[config.mk]
export PLATFORM = sky130hd
export DESIGN_NAME = poly_voice_allocator_reuse
export DESIGN_NICKNAME = d
export VERILOG_FILES = /design/src/hdl/pva_pkg.sv /design/src/hdl/poly_voice_allocator_reuse.sv /design/src/hdl/pva_cell.sv
export SDC_FILE = /design/constraint.sdc
export NUM_CORES = 1
export LEC_CHECK = 0
export ABC_AREA = 1
export BUFFER_PORTS_ARGS = -buffer_cell sky130_fd_sc_hd__clkbuf_2
export CAP_MARGIN = 0
export CORE_MARGIN = 2
export CORE_UTILIZATION = 45
export CTS_CLUSTER_SIZE = 30
export DETAILED_ROUTE_END_ITERATION = 10
export PLACE_DENSITY = 0.71
export SETUP_SLACK_MARGIN = 0.05
export SLEW_MARGIN = 0
export SYNTH_ARGS = -nofsm -noshare
export SYNTH_HDL_FRONTEND = slang
export SYNTH_SLANG_ARGS = --single-unit
[constraint.sdc]
create_clock -name clk -period 2.7 [get_ports clk]
set_clock_uncertainty 0.2 [all_clocks]
set_input_delay 0.135 -clock clk [delete_from_list [all_inputs] [get_ports clk]]
set_output_delay 0.135 -clock clk [all_outputs]
set_load 0.005 [all_outputs]
[src/hdl/pva_pkg.sv]
// Shared types, widths and codes for the polyphonic voice allocator.
package pva_pkg;

	localparam int IDX_W   = 4;
	localparam int PITCH_W = 7;
	localparam int CNT_W   = 5;

	typedef logic [1:0] reason_t;
	localparam reason_t REASON_SAME_PITCH = 2'd0;
	localparam reason_t REASON_ROUND_ROBIN = 2'd1;
	localparam reason_t REASON_STEAL = 2'd2;

	localparam logic KIND_REQUEST = 1'b0;
	localparam logic KIND_UPDATE  = 1'b1;

	// Search token that walks the row of voice cells.
	typedef struct packed {
		logic [PITCH_W-1:0] pitch;
		logic [IDX_W-1:0]   ptr;
		logic [CNT_W-1:0]   active;
		logic               hit_found;
		logic [IDX_W-1:0]   hit_idx;
		logic               hi_found;
		logic [IDX_W-1:0]   hi_idx;
		logic               lo_found;
		logic [IDX_W-1:0]   lo_idx;
	} token_t;

	// Status update broadcast to every cell.
	typedef struct packed {
		logic               wr_en;
		logic [IDX_W-1:0]   idx;
		logic [PITCH_W-1:0] pitch;
		logic               idle;
	} update_t;

	// Voice after v, wrapping at the active count.
	function automatic logic [IDX_W-1:0] next_voice(input logic [IDX_W-1:0] v,
			input logic [CNT_W-1:0] active);
		logic [CNT_W-1:0] s;
		s = {1'b0, v} + CNT_W'(1);
		return (s >= active) ? '0 : s[IDX_W-1:0];
	endfunction

endpackage

[src/hdl/poly_voice_allocator_reuse.sv]
// Top level of the polyphonic voice allocator with pitch reuse and round robin.
//
//  channel   | direction | handshake                    | payload
//  s_*       | in        | s_tvalid / s_tready          | s_tdata, s_tuser (kind)
//  m_*       | out       | m_tvalid / m_tready          | m_tdata
//  apb       | in/out    | psel, penable, pwrite, pready| paddr, pwdata, prdata
//
// A request walks the row of MAX_VOICES cells one cell per cycle, the first cell taking
// it at the accepting edge; the decision on the last cell's token is combinational and is
// registered in the fin stage, which hands it to the output register once that is free.
// A status update is written into its cell at the accepting edge and gives no result.
// s_tready is low while a request is inside the row or waits behind the output
// register; a result that waits at the output does not block the next request.
// Reset leaves every voice idle at pitch 0, the pointer at 0 and all voices active.
module poly_voice_allocator_reuse
	import pva_pkg::*;
#(
	parameter int MAX_VOICES = 16
) (
	input  logic        clk,
	input  logic        arst_n,
	input  logic        s_tvalid,
	output logic        s_tready,
	input  logic [15:0] s_tdata,  // note_pitch[6:0], voice_index[10:7], voice_is_idle[11]
	input  logic        s_tuser,  // kind
	output logic        m_tvalid,
	input  logic        m_tready,
	output logic [7:0]  m_tdata,  // chosen_voice[3:0], choice_reason[5:4]
	input  logic        psel,
	input  logic        penable,
	input  logic        pwrite,
	input  logic [2:0]  paddr,
	input  logic [31:0] pwdata,
	output logic [31:0] prdata,
	output logic        pready
);

	logic [CNT_W-1:0] active_q;
	logic [IDX_W-1:0] ptr_q;
	logic             busy_q;
	logic             fin_valid_q;
	logic [IDX_W-1:0] fin_voice_q;
	reason_t          fin_reason_q;
	logic             out_valid_q;
	logic [IDX_W-1:0] out_voice_q;
	reason_t          out_reason_q;

	logic             s_accept;
	logic             req_accept;
	logic             cfg_wr;
	logic [CNT_W-1:0] cfg_cnt;
	logic             fin_move;
	update_t          upd;

	logic             tok_v [0:MAX_VOICES];
	token_t           tok   [0:MAX_VOICES];
	token_t           tok_head;

	token_t           last_tok;
	logic [IDX_W-1:0] dec_voice;
	reason_t          dec_reason;
	logic [IDX_W-1:0] dec_ptr;

	assign s_tready   = !busy_q;
	assign s_accept   = s_tvalid && s_tready;
	assign req_accept = s_accept && s_tuser == KIND_REQUEST;
	assign pready     = 1'b1;
	assign cfg_wr     = psel && penable && pwrite && pready && !paddr[2];

	assign upd.wr_en = s_accept && s_tuser == KIND_UPDATE;
	assign upd.idx   = s_tdata[10:7];
	assign upd.pitch = s_tdata[6:0];
	assign upd.idle  = s_tdata[11];

	always_comb begin
		tok_head        = '0;
		tok_head.pitch  = s_tdata[6:0];
		tok_head.ptr    = ptr_q;
		tok_head.active = active_q;
	end

	assign tok[0]   = tok_head;
	assign tok_v[0] = req_accept;

	for (genvar g = 0; g < MAX_VOICES; g++) begin : g_cell
		pva_cell #(
			.IDX(g)
		) u_cell (
			.clk          (clk),
			.arst_n       (arst_n),
			.upd          (upd),
			.tok_valid_in (tok_v[g]),
			.tok_in       (tok[g]),
			.tok_valid_out(tok_v[g+1]),
			.tok_out      (tok[g+1])
		);
	end

	assign last_tok = tok[MAX_VOICES];

	always_comb begin
		if (last_tok.hit_found) begin
			dec_voice  = last_tok.hit_idx;
			dec_reason = REASON_SAME_PITCH;
			dec_ptr    = (last_tok.hit_idx == last_tok.ptr) ?
				next_voice(last_tok.ptr, last_tok.active) : last_tok.ptr;
		end else if (last_tok.hi_found) begin
			dec_voice  = last_tok.hi_idx;
			dec_reason = REASON_ROUND_ROBIN;
			dec_ptr    = next_voice(last_tok.hi_idx, last_tok.active);
		end else if (last_tok.lo_found) begin
			dec_voice  = last_tok.lo_idx;
			dec_reason = REASON_ROUND_ROBIN;
			dec_ptr    = next_voice(last_tok.lo_idx, last_tok.active);
		end else begin
			dec_voice  = last_tok.ptr;
			dec_reason = REASON_STEAL;
			dec_ptr    = next_voice(last_tok.ptr, last_tok.active);
		end
	end

	// A written count of zero means one voice; above the row length it saturates.
	always_comb begin
		cfg_cnt = pwdata[CNT_W-1:0];
		if (cfg_cnt == '0) begin
			cfg_cnt = CNT_W'(1);
		end else if (cfg_cnt > CNT_W'(MAX_VOICES)) begin
			cfg_cnt = CNT_W'(MAX_VOICES);
		end
	end

	always_ff @(posedge clk or negedge arst_n) begin
		if (!arst_n) begin
			active_q <= CNT_W'(MAX_VOICES);
			ptr_q    <= '0;
		end else if (cfg_wr) begin
			active_q <= cfg_cnt;
			if ({1'b0, ptr_q} >= cfg_cnt) begin
				ptr_q <= '0;
			end
		end else if (tok_v[MAX_VOICES]) begin
			ptr_q <= dec_ptr;
		end
	end

	assign fin_move = fin_valid_q && (!out_valid_q || m_tready);

	always_ff @(posedge clk or negedge arst_n) begin
		if (!arst_n) begin
			busy_q      <= 1'b0;
			fin_valid_q <= 1'b0;
			out_valid_q <= 1'b0;
		end else begin
			if (req_accept) begin
				busy_q <= 1'b1;
			end else if (fin_move) begin
				busy_q <= 1'b0;
			end
			if (tok_v[MAX_VOICES]) begin
				fin_valid_q <= 1'b1;
			end else if (fin_move) begin
				fin_valid_q <= 1'b0;
			end
			if (fin_move) begin
				out_valid_q <= 1'b1;
			end else if (m_tready) begin
				out_valid_q <= 1'b0;
			end
		end
	end

	always_ff @(posedge clk) begin
		if (tok_v[MAX_VOICES]) begin
			fin_voice_q  <= dec_voice;
			fin_reason_q <= dec_reason;
		end
		if (fin_move) begin
			out_voice_q  <= fin_voice_q;
			out_reason_q <= fin_reason_q;
		end
	end

	assign m_tvalid = out_valid_q;
	assign m_tdata  = {2'b00, out_reason_q, out_voice_q};
	assign prdata   = paddr[2] ? 32'd0 : 32'(active_q);

`ifndef NO_ASSERTIONS
	a_ptr_in_range: assert property (@(posedge clk) disable iff (!arst_n)
		{1'b0, ptr_q} < active_q)
		else $error("round-robin pointer outside the active voices");

	a_fin_reason: assert property (@(posedge clk) disable iff (!arst_n)
		fin_valid_q |-> (fin_reason_q == REASON_SAME_PITCH ||
			fin_reason_q == REASON_ROUND_ROBIN || fin_reason_q == REASON_STEAL))
		else $error("decided reason code is undefined");

	a_token_busy: assert property (@(posedge clk) disable iff (!arst_n)
		tok_v[MAX_VOICES] |-> (busy_q && !fin_valid_q))
		else $error("search token left the row without a request in flight");

	a_req_blocks: assert property (@(posedge clk) disable iff (!arst_n)
		req_accept |=> !s_tready)
		else $error("new request taken while a search is running");
`endif

endmodule

[src/hdl/pva_cell.sv]
// One voice cell: holds pitch and idle flag and advances the search token.
module pva_cell
	import pva_pkg::*;
#(
	parameter int IDX = 0
) (
	input  logic    clk,
	input  logic    arst_n,
	input  update_t upd,
	input  logic    tok_valid_in,
	input  token_t  tok_in,
	output logic    tok_valid_out,
	output token_t  tok_out
);

	localparam logic [IDX_W-1:0] MY_IDX = IDX_W'(IDX);

	logic [PITCH_W-1:0] pitch_q;
	logic               idle_q;
	logic               tok_valid_q;
	token_t             tok_q;
	token_t             tok_nxt;
	logic               avail;

	always_ff @(posedge clk or negedge arst_n) begin
		if (!arst_n) begin
			pitch_q <= '0;
			idle_q  <= 1'b1;
		end else if (upd.wr_en && upd.idx == MY_IDX) begin
			pitch_q <= upd.pitch;
			idle_q  <= upd.idle;
		end
	end

	always_comb begin
		avail   = idle_q && ({1'b0, MY_IDX} < tok_in.active);
		tok_nxt = tok_in;
		if (avail && pitch_q == tok_in.pitch && !tok_in.hit_found) begin
			tok_nxt.hit_found = 1'b1;
			tok_nxt.hit_idx   = MY_IDX;
		end
		// Idle voices at or after the pointer win over those before it.
		if (avail && MY_IDX >= tok_in.ptr && !tok_in.hi_found) begin
			tok_nxt.hi_found = 1'b1;
			tok_nxt.hi_idx   = MY_IDX;
		end
		if (avail && MY_IDX < tok_in.ptr && !tok_in.lo_found) begin
			tok_nxt.lo_found = 1'b1;
			tok_nxt.lo_idx   = MY_IDX;
		end
	end

	always_ff @(posedge clk or negedge arst_n) begin
		if (!arst_n) begin
			tok_valid_q <= 1'b0;
		end else begin
			tok_valid_q <= tok_valid_in;
		end
	end

	always_ff @(posedge clk) begin
		tok_q <= tok_nxt;
	end

	assign tok_valid_out = tok_valid_q;
	assign tok_out       = tok_q;

endmodule

### Word-level counts from Yosys, hierarchy flattened

Cells that the tools add are included.

* memory bits (writable): 0
* word-level logic and storage cells: 506
* register bits after elaboration: 657
* bits in latches: 0
* output and inout bits: 43
* memories kept: 0
* input port bits: 59
* bits in read-only memories: 0

* mux-type cells: 26
* add/sub/neg operators: 3
* div/mod/pow operators: 0
* shift-type cells: 0
* equality and inequality tests: 33
* $mul: 0
* bitwise gates (word level): 1
* reductions and logical operators: 189
* magnitude comparators: 53

Operators by type and width (count)
* $logic_and A1 B1 Y1: 132
* $eq A7 B7 Y1: 16
* $mux W4: 13
* $logic_not A1 Y1: 48
* $lt A4 B5 Y1 const A: 8
* $eq A4 B4 Y1 const B: 8
* $ge A4 B4 Y1 const A: 8
* $lt A4 B4 Y1 const A: 8
* $mux W5: 6
* $lt A3 B5 Y1 const A: 4
* $eq A4 B3 Y1 const B: 4
* $ge A3 B4 Y1 const A: 4
* $lt A3 B4 Y1 const A: 4
* $add A4 B1 Y5 const B: 3
* $ge A5 B5 Y1: 3
* $lt A1 B5 Y1 const A: 2
* $lt A2 B5 Y1 const A: 2
* $eq A4 B2 Y1 const B: 2
* $ge A1 B4 Y1 const A: 2
* $ge A2 B4 Y1 const A: 2
* $lt A1 B4 Y1 const A: 2
* $lt A2 B4 Y1 const A: 2
* $reduce_bool A2 Y1: 4
* $mux W1: 6
* other kinds (12): 12

### Logic depth before layout (Yosys ltp)

Gate-level depths: netlist (run 1).

* depth after elaboration: 8
* depth in mapped cells: 14
* depth with buffers taken out: 14

### By module

A second synthesis (run 1) with hierarchy kept.

* cells, all modules: 2491
* area total of the unflattened synthesis: 22863.2 µm²

Modules (own cells, without submodules)
* poly_voice_allocator_reuse: area each 2167.1 µm², instances 1, cells an instance 305
* pva_cell (g_cell[8].u_cell): area each 1341.3 µm², instances 1, cells an instance 150
* pva_cell (g_cell[10].u_cell): area each 1328.8 µm², instances 1, cells an instance 149
* pva_cell (g_cell[2].u_cell): area each 1320.0 µm², instances 1, cells an instance 135
* pva_cell (g_cell[7].u_cell): area each 1320.0 µm², instances 1, cells an instance 144
* pva_cell (g_cell[1].u_cell): area each 1308.8 µm², instances 1, cells an instance 130
* pva_cell (g_cell[6].u_cell): area each 1308.8 µm², instances 1, cells an instance 138
* pva_cell (g_cell[13].u_cell): area each 1300.0 µm², instances 1, cells an instance 141
* pva_cell (g_cell[11].u_cell): area each 1293.7 µm², instances 1, cells an instance 130
* pva_cell (g_cell[12].u_cell): area each 1293.7 µm², instances 1, cells an instance 137
* pva_cell (g_cell[9].u_cell): area each 1288.7 µm², instances 1, cells an instance 137
* pva_cell (g_cell[14].u_cell): area each 1283.7 µm², instances 1, cells an instance 141
* pva_cell (g_cell[4].u_cell): area each 1282.5 µm², instances 1, cells an instance 139
* pva_cell (g_cell[5].u_cell): area each 1280.0 µm², instances 1, cells an instance 132
* 3 more rows

### Worst setup path after synthesis (run 1)

Ideal clock, no wire load.

* path kind: reg-to-reg
* start: register g_cell[15].u_cell.tok_q (netlist bit g_cell[15].u_cell.tok_out[20])
* end: register ptr_q[0]
* arrival: 1.680 ns
* cell stages (with the launch flop): 14
* clock period less this slack: 1.945 ns
* slack: 0.755 ns
* setup time: 0.065 ns
* data required time: 2.435 ns
* cells stage by stage: dfxtp_1 > ha_1 > xnor2_1 > inv_1 > ha_1 > nand2_1 > nand2_1 > nand2_1 > nand3_1 > nor2_1 > nand2_1 > nand2_1 > nand3_1 > nand2_1

* word-level cells in the longest chain between the ends: 8
* elaborated cells on any way between the ends: 10
* those cells by class: add/sub (1); order compare (1); eq/ne (1); mux (7)

RTL lines
* start: declaration: line pva_cell.sv:21 `token_t tok_q;`
* start signal: assignment: line pva_cell.sv:62 `tok_q <= tok_nxt;`
* $add A4 B1 Y5: line pva_pkg.sv:41 `s = {1'b0, v} + CNT_W'(1);`
* $ge A5 B5 Y1: line pva_pkg.sv:42 `return (s >= active) ? '0 : s[IDX_W-1:0];`
* $mux W4: line pva_pkg.sv:42
* $mux W4: line poly_voice_allocator_reuse.sv:111 `end else if (last_tok.lo_found) begin`
* $mux W4: line poly_voice_allocator_reuse.sv:107 `end else if (last_tok.hi_found) begin`
* $mux W4 *: line poly_voice_allocator_reuse.sv:102 `if (last_tok.hit_found) begin`
* $mux W4 *: line poly_voice_allocator_reuse.sv:141 `end else if (tok_v[MAX_VOICES]) begin`
* $mux W4 *: line poly_voice_allocator_reuse.sv:136 `end else if (cfg_wr) begin`
* end signal: assignment: line poly_voice_allocator_reuse.sv:142 `ptr_q <= dec_ptr;`
* end: declaration: line poly_voice_allocator_reuse.sv:39 `logic [IDX_W-1:0] ptr_q;`

Mark *: on every way between the ends. The rest lies on a longest branch, timed or not. The select of a mux whose other input is x is not followed.
A chain may end at the register's enable or synchronous reset.

### Final worst setup path (run 1)

* start: input s_tdata[7]
* end: register g_cell[0].u_cell.idle_q

* word-level cells in the longest chain between the ends: 2

RTL lines
* start: declaration: line poly_voice_allocator_reuse.sv:24 `input logic [15:0] s_tdata,`
* $logic_not A4 Y1: line pva_cell.sv:29 `end else if (upd.wr_en && upd.idx == MY_IDX) begin`
* $logic_and A1 B1 Y1: line pva_cell.sv:29
* end signal: assignment: line pva_cell.sv:31 `idle_q <= upd.idle;`
* end: declaration: line pva_cell.sv:19 `logic idle_q;`

No other way between the ends.

==> metrics.cfg, run 1 <==
[status]
status=complete, no violations

[timing]
relSlewSlack_pct=48.8
hold_violations=0
setup_tns_ns=0
setup_violations=0
slew_violations=0
finalCriticalPeriod_ns=2.44
tightest_slew_ns=0.766
post-route-period-util_pct=90.3
fmax_mhz=410
rsz0062_at_grt=no

[hold_path]
min-delay-path-class=input port to flop
holdCritStartpoint=s_tdata[2]

[final_layout]
nets=2132
drive_gt1_share_pct=8.77
synthToLayoutAreaGrowth_pct=15.3
fin_util_pct=52.4
n_fill_cell=3755

[power_and_ir_drop]
power.share.switching_pct=26.0
p_int_mw=17.2
power-per-cell-area_mw_per_mm2=1030
power_frac_clock_pct=33.7
pwr-share-seq_pct=52.7
power_leakage_nw=10.7
max-vdd-ir-drop_uv=618
p_switching_mw=6.02
combPwrFrac_pct=13.6
fin_total_pwr_mw=23.2

[grt]
antenna_found_initial=0
track_usage_pct=15.3
grt_pass1_vias=11834
grt_overflow=0
grt_max_degree=69
grt_pass1_wl_um=54800

[logic_synthesis]
synth.top_cell.area_share_pct=45.5
syn_avg_cell_area_um2=10.0
synth-main-ff-cell=dfxtp_1
syn-cell-area_mm2=0.0195
yosys_warnings=0
syn_inst=1946
ys_seq_area_share_pct=67.4
ys_ff_latch=612
synth_cell_types=49
async_flop_share_pct=25.5
synth_commonest_cells=dfxtp_1, nand2_1, inv_1, o21ai_0, dfrtp_1
synth_edf_count=12
yosysMostFrequentCell=dfxtp_1
synth_area_leader_cell=dfxtp_1
synthTopCellsByArea=dfxtp_1, dfrtp_1, nand2_1, inv_1, o21ai_0

[clock_network]
cts_tree=yes
htree_levels=2
clock_sinks=612
clock_latency_ns=0.58
cts-root-buf=clkbuf_16
cts_made_buffers=54
path_clk_slew_ns=0.06
cts_buffer_depth=3

[detailed_routing]
drc=0
vias=12023
dr.pass1.iters=5
antenna_left=0
drt-initial-drc-count=645
post_drt_wl_per_cell_um=12.4
wirelength_um=33200
viasPerCell=4.48

[critical_path]
crit_start=s_tdata[7]
path_max_fanout=16
cp-end-kind=flop
critical_path_arrival_ns=2.75
start_kind=input port
crit_type=input port to flop
r2r_start=busy_q
cp_data_required_time_ns=3.02

[floorplan]
die_h_um=212
dieArea_mm2=0.0451
die_x_um=212
start_util_pct=45.5
io-pin-count=102
fp.coreArea_mm2=0.0430
rows=76

[placed_design]
dp_hpwl_um=22900
io_buffers=38
place_congestion=0.876

[job]
maxCapViolCount=0

-- layout by cell type (no fill, tap or decap), types with 16 or more instances in the layout --
cell           instances
xor2_1                31
dfstp_2               17
nand4_1               31
nand2_1              421
conb_1                30
nor2_1               120
clkbuf_2              37
clkbuf_8              16
clkbuf_16             55
or2_2                 24
ha_1                  22
o21ai_0              142
nand3_1               44
nor3_1                18
dlygate4sd3_1         34
xnor2_1               36
a21oi_1               23
inv_1                288
dfrtp_1              139
dfxtp_1              444
-- critical path: stages --
cell	delay, ns
dlygate4sd3_1	0.53
clkbuf_2	0.11
nor2_1	0.20
dlygate4sd3_1	0.59
nand2_1	0.08
nor2_4	0.35
nor2_1	0.07
dlygate4sd3_1	0.57
a21oi_1	0.12
-- layer usage --
metal | wire length, µm | vias to the layer above | global-route usage, % | share of wire, %
met2 | 16600 | 203 | 27.8 | 50
met1 | 14200 | 5517 | 17.9 | 43
met4 | 1050 | 0 | 6.00 | 3.2
met3 | 1320 | 84 | 2.53 | 4.0
met5 | 0 | - | 0 | 0
li1 | - | 6219 | - | -
-- sequential cells by signal, summed over array words and instances (netlist names) --
register / count
m_tvalid: 1
busy_q: 1
active_q: 5
g_cell.u_cell.tok_valid_out: 16
g_cell.u_cell.pitch_q: 112
out_reason_q: 2
ptr_q: 4
out_voice_q: 4
g_cell.u_cell.tok_out: 444
fin_reason_q: 2
g_cell.u_cell.idle_q: 16
fin_voice_q: 4
fin_valid_q: 1
-- through the flow --
| step | area, µm² | std cells | setup WS [ns] | hold slack [ns] |
|---|---|---|---|---|
| 2_1_floorplan | 19700 | 1974 | 0.755 | -0.361 |
| 3_3_place_gp | 20300 | 2546 | 0.426 | 0.0100 |
| 3_5_place_dp | 20300 | 2546 | 0.359 | 0.0116 |
| 4_1_cts | 22500 | 2682 | 0.103 | 0.0299 |
| 5_1_grt | 22500 | 2682 | 0.145 | 0.0473 |
| 6_report | 22500 | 2683 | 0.262 | 0.0574 |
-- repair_timing --
action / CTS / global route
endpoints found under the setup margin: 0 / 4
setup buffers: 0 / 0
endpoints found under the hold margin: 219 / 0
gates resized for setup: 0 / 2
hold buffers: 34 / 0
-- cell type report --
| type | instances | area [µm²] | share of cell area [%] |
|---|---|---|---|
| sequential | 612 | 13200 | 58.5 |
| multi-input combinational | 1017 | 5080 | 22.5 |
| clock buffer | 83 | 1640 | 7.28 |
| inverter | 290 | 1090 | 4.83 |
| tap | 585 | 732 | 3.25 |
| timing repair buffer | 76 | 592 | 2.63 |
| clock inverter | 19 | 230 | 1.02 |
| antenna | 1 | 2.50 | 0.0111 |
-- logic make-up (layout without fill, tap and decap cells) --
kind of cell	after synthesis	in the layout	synth area share, %
compound gates	212	212	6.10
xor+xnor	67	67	3.00
fa+ha+maj	22	22	1.41
buf+inv	345	468	7.24
flops	612	612	67.4
other cells	2	31	0.0384
simple gates	686	686	14.8
-- worst paths after layout --
path	slack (ns)	endpoint	cells after the start
setup / recovery	0.26	g_cell[0].u_cell.idle_q	9
hold / removal	0.06	g_cell[0].u_cell.tok_out[26]	2
setup reg to reg	0.35	g_cell[9].u_cell.pitch_q[0]	7
hold reg to reg	0.12	g_cell[11].u_cell.tok_out[15]	0
max in group asynchronous	1.03	active_q[4]	4
min in group asynchronous	0.50	g_cell[15].u_cell.pitch_q[1]	3
-- power by group through the flow --
stage / logic, mW / clock network (mW) / registers, mW
after CTS: 3.19 / 7.96 / 12.2
after floorplan: 2.39 / 0 / 12.1
final: 3.16 / 7.80 / 12.2
after global placement: 2.96 / 0 / 12.3
after detailed placement: 3.09 / 0 / 12.4
after global routing: 3.71 / 8.35 / 12.5
Power figures use the tool's default switching activity.
==> run 2: changes to the inputs <==
--- a/config.mk
+++ b/config.mk
@@ -8,8 +8,8 @@
 export ABC_AREA = 1
 export BUFFER_PORTS_ARGS = -buffer_cell sky130_fd_sc_hd__clkbuf_2
 export CAP_MARGIN = 0
-export CORE_MARGIN = 2
 export CORE_UTILIZATION = 45
+export CTS_BUF_LIST = sky130_fd_sc_hd__clkbuf_8
 export CTS_CLUSTER_SIZE = 30
 export DETAILED_ROUTE_END_ITERATION = 10
 export PLACE_DENSITY = 0.71
==> constraint.sdc (replaced) <==
create_clock -name clk -period 2.7 [get_ports clk]
set_clock_uncertainty 0.2 [all_clocks]
set_input_delay 0.135 -clock clk [delete_from_list [all_inputs] [get_ports clk]]
set_output_delay 0.135 -clock clk [all_outputs]
set_load 0.02 [all_outputs]
==> run 2 against run 1 <==
Effect of this change:
- largest power group unchanged
- register-to-register slack improved by 0.02 ns
- critical path depth is 1 lower
- count of clock-buffer cells in the layout up 33
- critical path type unchanged
- combinational power up 2%
- cell area is 0.48% higher
- flip-flop and latch count did not move
- non-clock buffer count up 9
- routed wire length up 2.9%
- clock power fell by 3.2%
- via count grew 2.0%
==> metrics.cfg, run 2 (same netlist as run 1, synthesis figures left out) <==
[final_layout]
largest_register_ffs=444  ; unchanged
final_cell_mix=dfxtp_1, nand2_1, inv_1
final_common_cell=dfxtp_1
fin_util_pct=53.4  ; +0.96 points
antenna_cells=0  ; -1
drive_gt1_share_pct=10.5  ; +1.7 points
synthToLayoutAreaGrowth_pct=15.8
n_fill_cell=3698  ; -1.5%
nets=2176  ; +2.1%

[timing]
post-route-period-util_pct=90.7  ; +0.38 points
hold_violations=0  ; unchanged
finalCriticalPeriod_ns=2.45  ; +0.0101 ns
rsz0062_at_grt=no
slew_violations=0  ; unchanged
relSlewSlack_pct=53.4  ; +4.6 points
setup_tns_ns=0  ; unchanged
tightest_slew_ns=0.697  ; -0.0687 ns
setup_violations=0  ; unchanged
fmax_mhz=408  ; -0.41%

[clock_network]
htree_levels=3  ; +1
clock_latency_ns=0.63  ; +0.05 ns
cts_tree=yes
path_clk_slew_ns=0.06  ; about the same
cts_setup_buffers=0  ; unchanged
cts-root-buf=clkbuf_8
cts_made_buffers=89  ; +65%
clock_sinks=612  ; unchanged
cts_buffer_depth=3  ; unchanged

[critical_path]
start_kind=input port
path_max_fanout=16  ; unchanged
critical_path_arrival_ns=2.72  ; -0.03 ns
r2r-end=g_cell[9].u_cell.pitch_q[5]
cp_data_required_time_ns=2.97  ; -0.05 ns
crit_type=input port to flop
cp-end-kind=flop
reg2regPathDepth=7  ; unchanged
r2r_start=busy_q
worst-r2r-setup-slack_ns=0.37  ; +0.02 ns

[hold_path]
holdPathStages=3  ; +1
holdCritStartpoint=s_tdata[8]
hold_path_end=g_cell[7].u_cell.idle_q
min-delay-path-class=input port to flop

[power_and_ir_drop]
power-per-cell-area_mw_per_mm2=1020  ; -1.3%
combPwrFrac_pct=14.0  ; +0.4 points
max-vdd-ir-drop_uv=518  ; -16%
power_frac_clock_pct=32.8  ; -0.9 points
p_int_mw=16.7  ; -2.4%
p_switching_mw=6.25  ; +3.8%
power.share.switching_pct=27.2  ; +1.2 points
pwr-share-seq_pct=53.2  ; +0.5 points
power_leakage_nw=11.0  ; +2.1%

[grt]
grt_overflow=0  ; unchanged
track_usage_pct=16.1  ; +0.83 points
grt_max_degree=66  ; -4.3%
antenna_found_initial=0  ; unchanged
grt_pass1_wl_um=56700  ; +3.5%
grt_pass1_vias=12176  ; +2.9%

[status]
status=complete, no violations

[placed_design]
dp_hpwl_um=23400  ; +2.2%
io_buffers=38  ; unchanged
place_congestion=0.873  ; -0.41%

[detailed_routing]
dr.pass1.iters=7  ; +2
antenna_left=0  ; unchanged
drc=0  ; unchanged
drt-initial-drc-count=567  ; -12%
vias=12258  ; +2.0%
wirelength_um=34200  ; +2.9%
viasPerCell=4.46  ; -0.49%
post_drt_wl_per_cell_um=12.4  ; +0.48%

[floorplan]
die_h_um=210  ; -0.94%
rows=75  ; -1.3%
fp.coreArea_mm2=0.0424  ; -1.3%
io-pin-count=102  ; unchanged
dieArea_mm2=0.0443  ; -1.9%
start_util_pct=46.1  ; +0.61 points
die_x_um=210  ; -0.94%

[job]
maxCapViolCount=0  ; unchanged

run 2: cell count changes in the layout (fill, tap and decap cells not counted), sizes merged:
cell         before  now
clkbuf          120  153
dlygate4sd3      34   42
bufinv            4    3
diode             1    0
clkinv           11    8
buf               5    6
inv             293  330
run 2: metrics by stage:
stage          hold slack (ns)  setup slack, ns  instances  power, mW  area (µm²)
2_1_floorplan           -0.361            0.755       1974       14.6       19700
3_3_place_gp           -0.0162            0.362       2539       15.4       20300
3_5_place_dp           -0.0102            0.266       2539       15.6       20300
4_1_cts                0.00232            0.132       2749       23.2       22600
5_1_grt                 0.0465           0.0999       2749       24.4       22600
6_report                0.0591            0.252       2749       23.0       22600
run 2: final cells by class:
type	instances	area [µm²]	area share, %
sequential	612	13200	58.2
inverter	290	1090	4.81
timing repair buffer	85	667	2.94
tap	577	722	3.19
clock buffer	116	1600	7.05
clock inverter	52	329	1.45
multi-input combinational	1017	5070	22.4
run 2: worst max-delay path: stages:
cell and delay (ns):
dlygate4sd3_1 0.53, clkbuf_2 0.12, nor2_1 0.19, dlygate4sd3_1 0.58, nand2_1 0.05, dlygate4sd3_1 0.60
nor2_4 0.36, a21oi_1 0.13
run 2: timing repair:
item | 4_1_cts | 5_1_grt
gates resized for setup | 0 | 1
hold buffers | 42 | 0
endpoints found under the setup margin | 0 | 8
hold endpoints to repair | 283 | 0
run 2: worst max path at each step:
stage / startpoint / endpoint / slack (ns) / depth (start not counted)
floorplan: g_cell[15].u_cell.tok_out[20] / ptr_q[0] / 0.75 / 13
finish: s_tdata[7] / g_cell[0].u_cell.pitch_q[3] / 0.25 / 8
global route: s_tdata[7] / g_cell[0].u_cell.pitch_q[3] / 0.1 / 9
detailed placement: pwdata[0] / ptr_q[3] / 0.27 / 10
global placement: pwdata[0] / ptr_q[1] / 0.36 / 10
CTS: s_tdata[7] / g_cell[0].u_cell.pitch_q[3] / 0.13 / 8
run 2: layer usage:
layer	vias to the layer above	GRT usage (%)	wire length, µm
li1	6327	-	-
met1	5624	18.8	15000
met2	226	28.8	17100
met3	81	3.59	1300
met4	0	6.02	839
met5	-	0	0
run 2: power groups by stage:
stage | Sequential, mW | Combinational [mW] | Clock [mW]
6_report | 12.2 | 3.22 | 7.55
2_1_floorplan | 12.1 | 2.44 | 0
3_5_place_dp | 12.4 | 3.17 | 0
5_1_grt | 12.5 | 3.75 | 8.17
4_1_cts | 12.2 | 3.26 | 7.73
3_3_place_gp | 12.3 | 3.07 | 0
==> run 3: changes to the inputs <==
--- a/config.mk
+++ b/config.mk
@@ -5,7 +5,7 @@
 export SDC_FILE = /design/constraint.sdc
 export NUM_CORES = 1
 export LEC_CHECK = 0
-export ABC_AREA = 1
+export ABC_AREA = 0
 export BUFFER_PORTS_ARGS = -buffer_cell sky130_fd_sc_hd__clkbuf_2
 export CAP_MARGIN = 0
 export CORE_UTILIZATION = 45
==> constraint.sdc (replaced) <==
create_clock -name clk -period 2.6 [get_ports clk]
set_clock_uncertainty 0.2 [all_clocks]
set_input_delay 0.13 -clock clk [delete_from_list [all_inputs] [get_ports clk]]
set_output_delay 0.13 -clock clk [all_outputs]
set_load 0.02 [all_outputs]
==> run 3 against run 2 <==
Effect of this change:
- count of clock-buffer cells in the layout decreased by 4
- cell area is 1.8% lower
- worst setup slack lost 0.068 ns
- largest power group unchanged
- core utilization decreased by 0.37 points
- first-iteration DRC count decreased by 52%
- highest routed layer is now met5
- power shrank 13%
- register-to-register slack worse by 0.19 ns
- synthesized area down 1.9%
==> metrics.cfg, run 3 <==
[status]
status=complete, no violations

[power_and_ir_drop]
power-per-cell-area_mw_per_mm2=895  ; -12%
max-vdd-ir-drop_uv=584  ; +13%
power_leakage_nw=10.4  ; -5.0%

[logic_synthesis]
ys_seq_area_share_pct=68.7  ; +1.3 points
yosys.area_share.simple_pct=11.3  ; -3.6 points
synthMuxAreaShare_pct=7.79  ; +7.8 points
synth_commonest_cells=dfxtp_1, dfrtp_1, mux2_2, nand2b_1, xor2_1
synth-main-ff-cell=dfxtp_1
synth_top_family_by_area=simple AND/OR/NAND/NOR gates
syn_inst=1415  ; -27%
async_flop_share_pct=25.5  ; unchanged
synth_xor_xnor_area_share_pct=5.57  ; +2.6 points
synth-compound-area-share_pct=3.29  ; -2.8 points
synthTopCellsByArea=dfxtp_1, dfrtp_1, mux2_2, xor2_1, nand2b_1
synth_edf_count=12  ; unchanged
ys_ff_latch=612  ; unchanged
synth_cell_types=61  ; +24%
synth.top_cell.area_share_pct=46.4  ; +0.89 points
syn-cell-area_mm2=0.0192  ; -1.9%
synth_area_leader_cell=dfxtp_1
synth_fa_ha_area_share_pct=1.44  ; +0.028 points
syn_avg_cell_area_um2=13.5  ; +35%
yosysMostFrequentCell=dfxtp_1
yosys_warnings=0  ; unchanged

[floorplan]
rows=75  ; unchanged
fp.coreArea_mm2=0.0419  ; -1.1%
die_x_um=208  ; -0.96%
start_util_pct=45.7  ; -0.38 points
dieArea_mm2=0.0434  ; -1.9%
io-pin-count=102  ; unchanged
die_h_um=208  ; -0.96%

[final_layout]
nets=1652  ; -24%
synthToLayoutAreaGrowth_pct=16.0
largest_register_ffs=444  ; unchanged
drive_gt1_share_pct=23.5  ; +13 points
fin_util_pct=53.0  ; -0.37 points
final_cell_mix=dfxtp_1, dfrtp_1, mux2_2
final_common_cell=dfxtp_1

[critical_path]
cp-end-kind=flop
crit_start=g_cell[15].u_cell.tok_out[5]
start_kind=flop
path_max_fanout=5  ; -11
critical_path_arrival_ns=2.77  ; +0.05 ns
cp_data_required_time_ns=2.95  ; -0.02 ns
crit_type=flop to flop
r2r_start=g_cell[15].u_cell.tok_out[5]

[hold_path]
min-delay-path-class=input port to flop
holdCritStartpoint=pwrite

[timing]
post-route-period-util_pct=92.9
tightest_slew_ns=0.742  ; +0.0449 ns
finalCriticalPeriod_ns=2.42
slew_violations=0  ; unchanged
fmax_mhz=414
setup_tns_ns=0  ; unchanged
relSlewSlack_pct=50.0  ; -3.4 points
setup_violations=0  ; unchanged
hold_violations=0  ; unchanged
rsz0062_at_grt=no

[clock_network]
path_clk_slew_ns=0.06  ; about the same
htree_levels=3  ; unchanged
cts_made_buffers=93  ; +4.5%
clock_sinks=612  ; unchanged
cts_buffer_depth=3  ; unchanged
clock_latency_ns=0.62  ; about the same
cts-root-buf=clkbuf_8
cts_tree=yes

[detailed_routing]
viasPerCell=4.61  ; +3.4%
post_drt_wl_per_cell_um=14.6  ; +17%
drt-initial-drc-count=274  ; -52%
drc=0  ; unchanged
wirelength_um=31900  ; -6.9%
vias=10080  ; -18%
dr.pass1.iters=4  ; -3
antenna_left=0  ; unchanged

[placed_design]
io_buffers=38  ; unchanged
dp_hpwl_um=22300  ; -4.8%
place_congestion=0.829  ; -5.0%

[job]
maxCapViolCount=0  ; unchanged

[grt]
grt_overflow=0  ; unchanged
grt_max_degree=50  ; -24%
track_usage_pct=15.3  ; -0.83 points
grt_pass1_wl_um=52100  ; -8.2%
antenna_found_initial=2  ; +2
grt_pass1_vias=10635  ; -13%

[run 3: what timing repair did]
action	CTS	global route
gates resized for setup	0	8
hold buffers	27	0
endpoints found under the hold margin	305	0
endpoints found under the setup margin	0	3
setup buffers	0	1
[run 3: routing by layer]
metal	share of wire, %	track usage [%]	wire length [µm]	vias to the layer above
met3	3.9	3.44	1240	68
met2	52	27.9	16700	180
li1	-	-	-	5049
met1	41	16.8	13000	4779
met5	0.085	0	27	-
met4	2.7	7.00	869	4
[run 3: final timing paths]
path	to	slack [ns]	cells after the start
min in group asynchronous	g_cell[4].u_cell.idle_q	0.47	3
worst min register to register	g_cell[15].u_cell.tok_out[18]	0.11	0
worst max register to register	ptr_q[0]	0.18	9
worst min-delay path	ptr_q[1]	0.09	4
worst max-delay path	ptr_q[0]	0.18	9
max in group asynchronous	g_cell[11].u_cell.pitch_q[0]	1.34	4
[run 3: metrics by stage]
stage,worst slack [ns],total power [mW],hold WS (ns),instance area (µm²),cells
after CTS,0.0690,20.1,0.0272,22200,2184
after floorplan,0.298,11.7,-0.366,19300,1443
after global placement,0.0740,12.1,-0.104,20000,1987
after global routing,0.0544,20.8,0.115,22200,2185
after detailed placement,0.104,12.1,-0.106,20000,1987
final,0.184,19.9,0.0899,22200,2186
[run 3: layout make-up]
| cell class | instances | area, µm² |
|---|---|---|
| Fill cell | 3494 | 19700 |
| Sequential cell | 612 | 13200 |
| Multi-Input combinational cell | 765 | 5760 |
| Clock buffer | 112 | 1540 |
| Tap cell | 539 | 674 |
| Timing Repair Buffer | 80 | 614 |
| Clock inverter | 58 | 400 |
| Inverter | 19 | 71.3 |
| Antenna cell | 1 | 2.50 |
[run 3: kinds of logic after synthesis]
group,after synthesis
AND/OR/NAND/NOR,366
buffers and inverters,66
adder cells (fa/ha/maj),22
other,2
AO/OA/AOI/OAI,92
multiplexers,133
XOR/XNOR,122
flip-flops,612
[run 3: worst max-delay path, cell delays in order (launching register included)]
cell and delay, ns:
dfxtp_2 0.34, ha_1 0.22, xor2_1 0.21, ha_1 0.29
a21o_1 0.19, a31oi_2 0.16, o21ai_1 0.12, or3_1 0.34
o311ai_2 0.09, a22o_1 0.18
[run 3: where the power goes]
part	internal (mW)	total [mW]	switching [mW]	leakage (nW)
Sequential	10.3	10.7	0.400	5.84
Clock	4.50	7.94	3.43	1.15
Combinational	0.631	1.28	0.652	3.41
Total	15.4	19.9	4.49	10.4
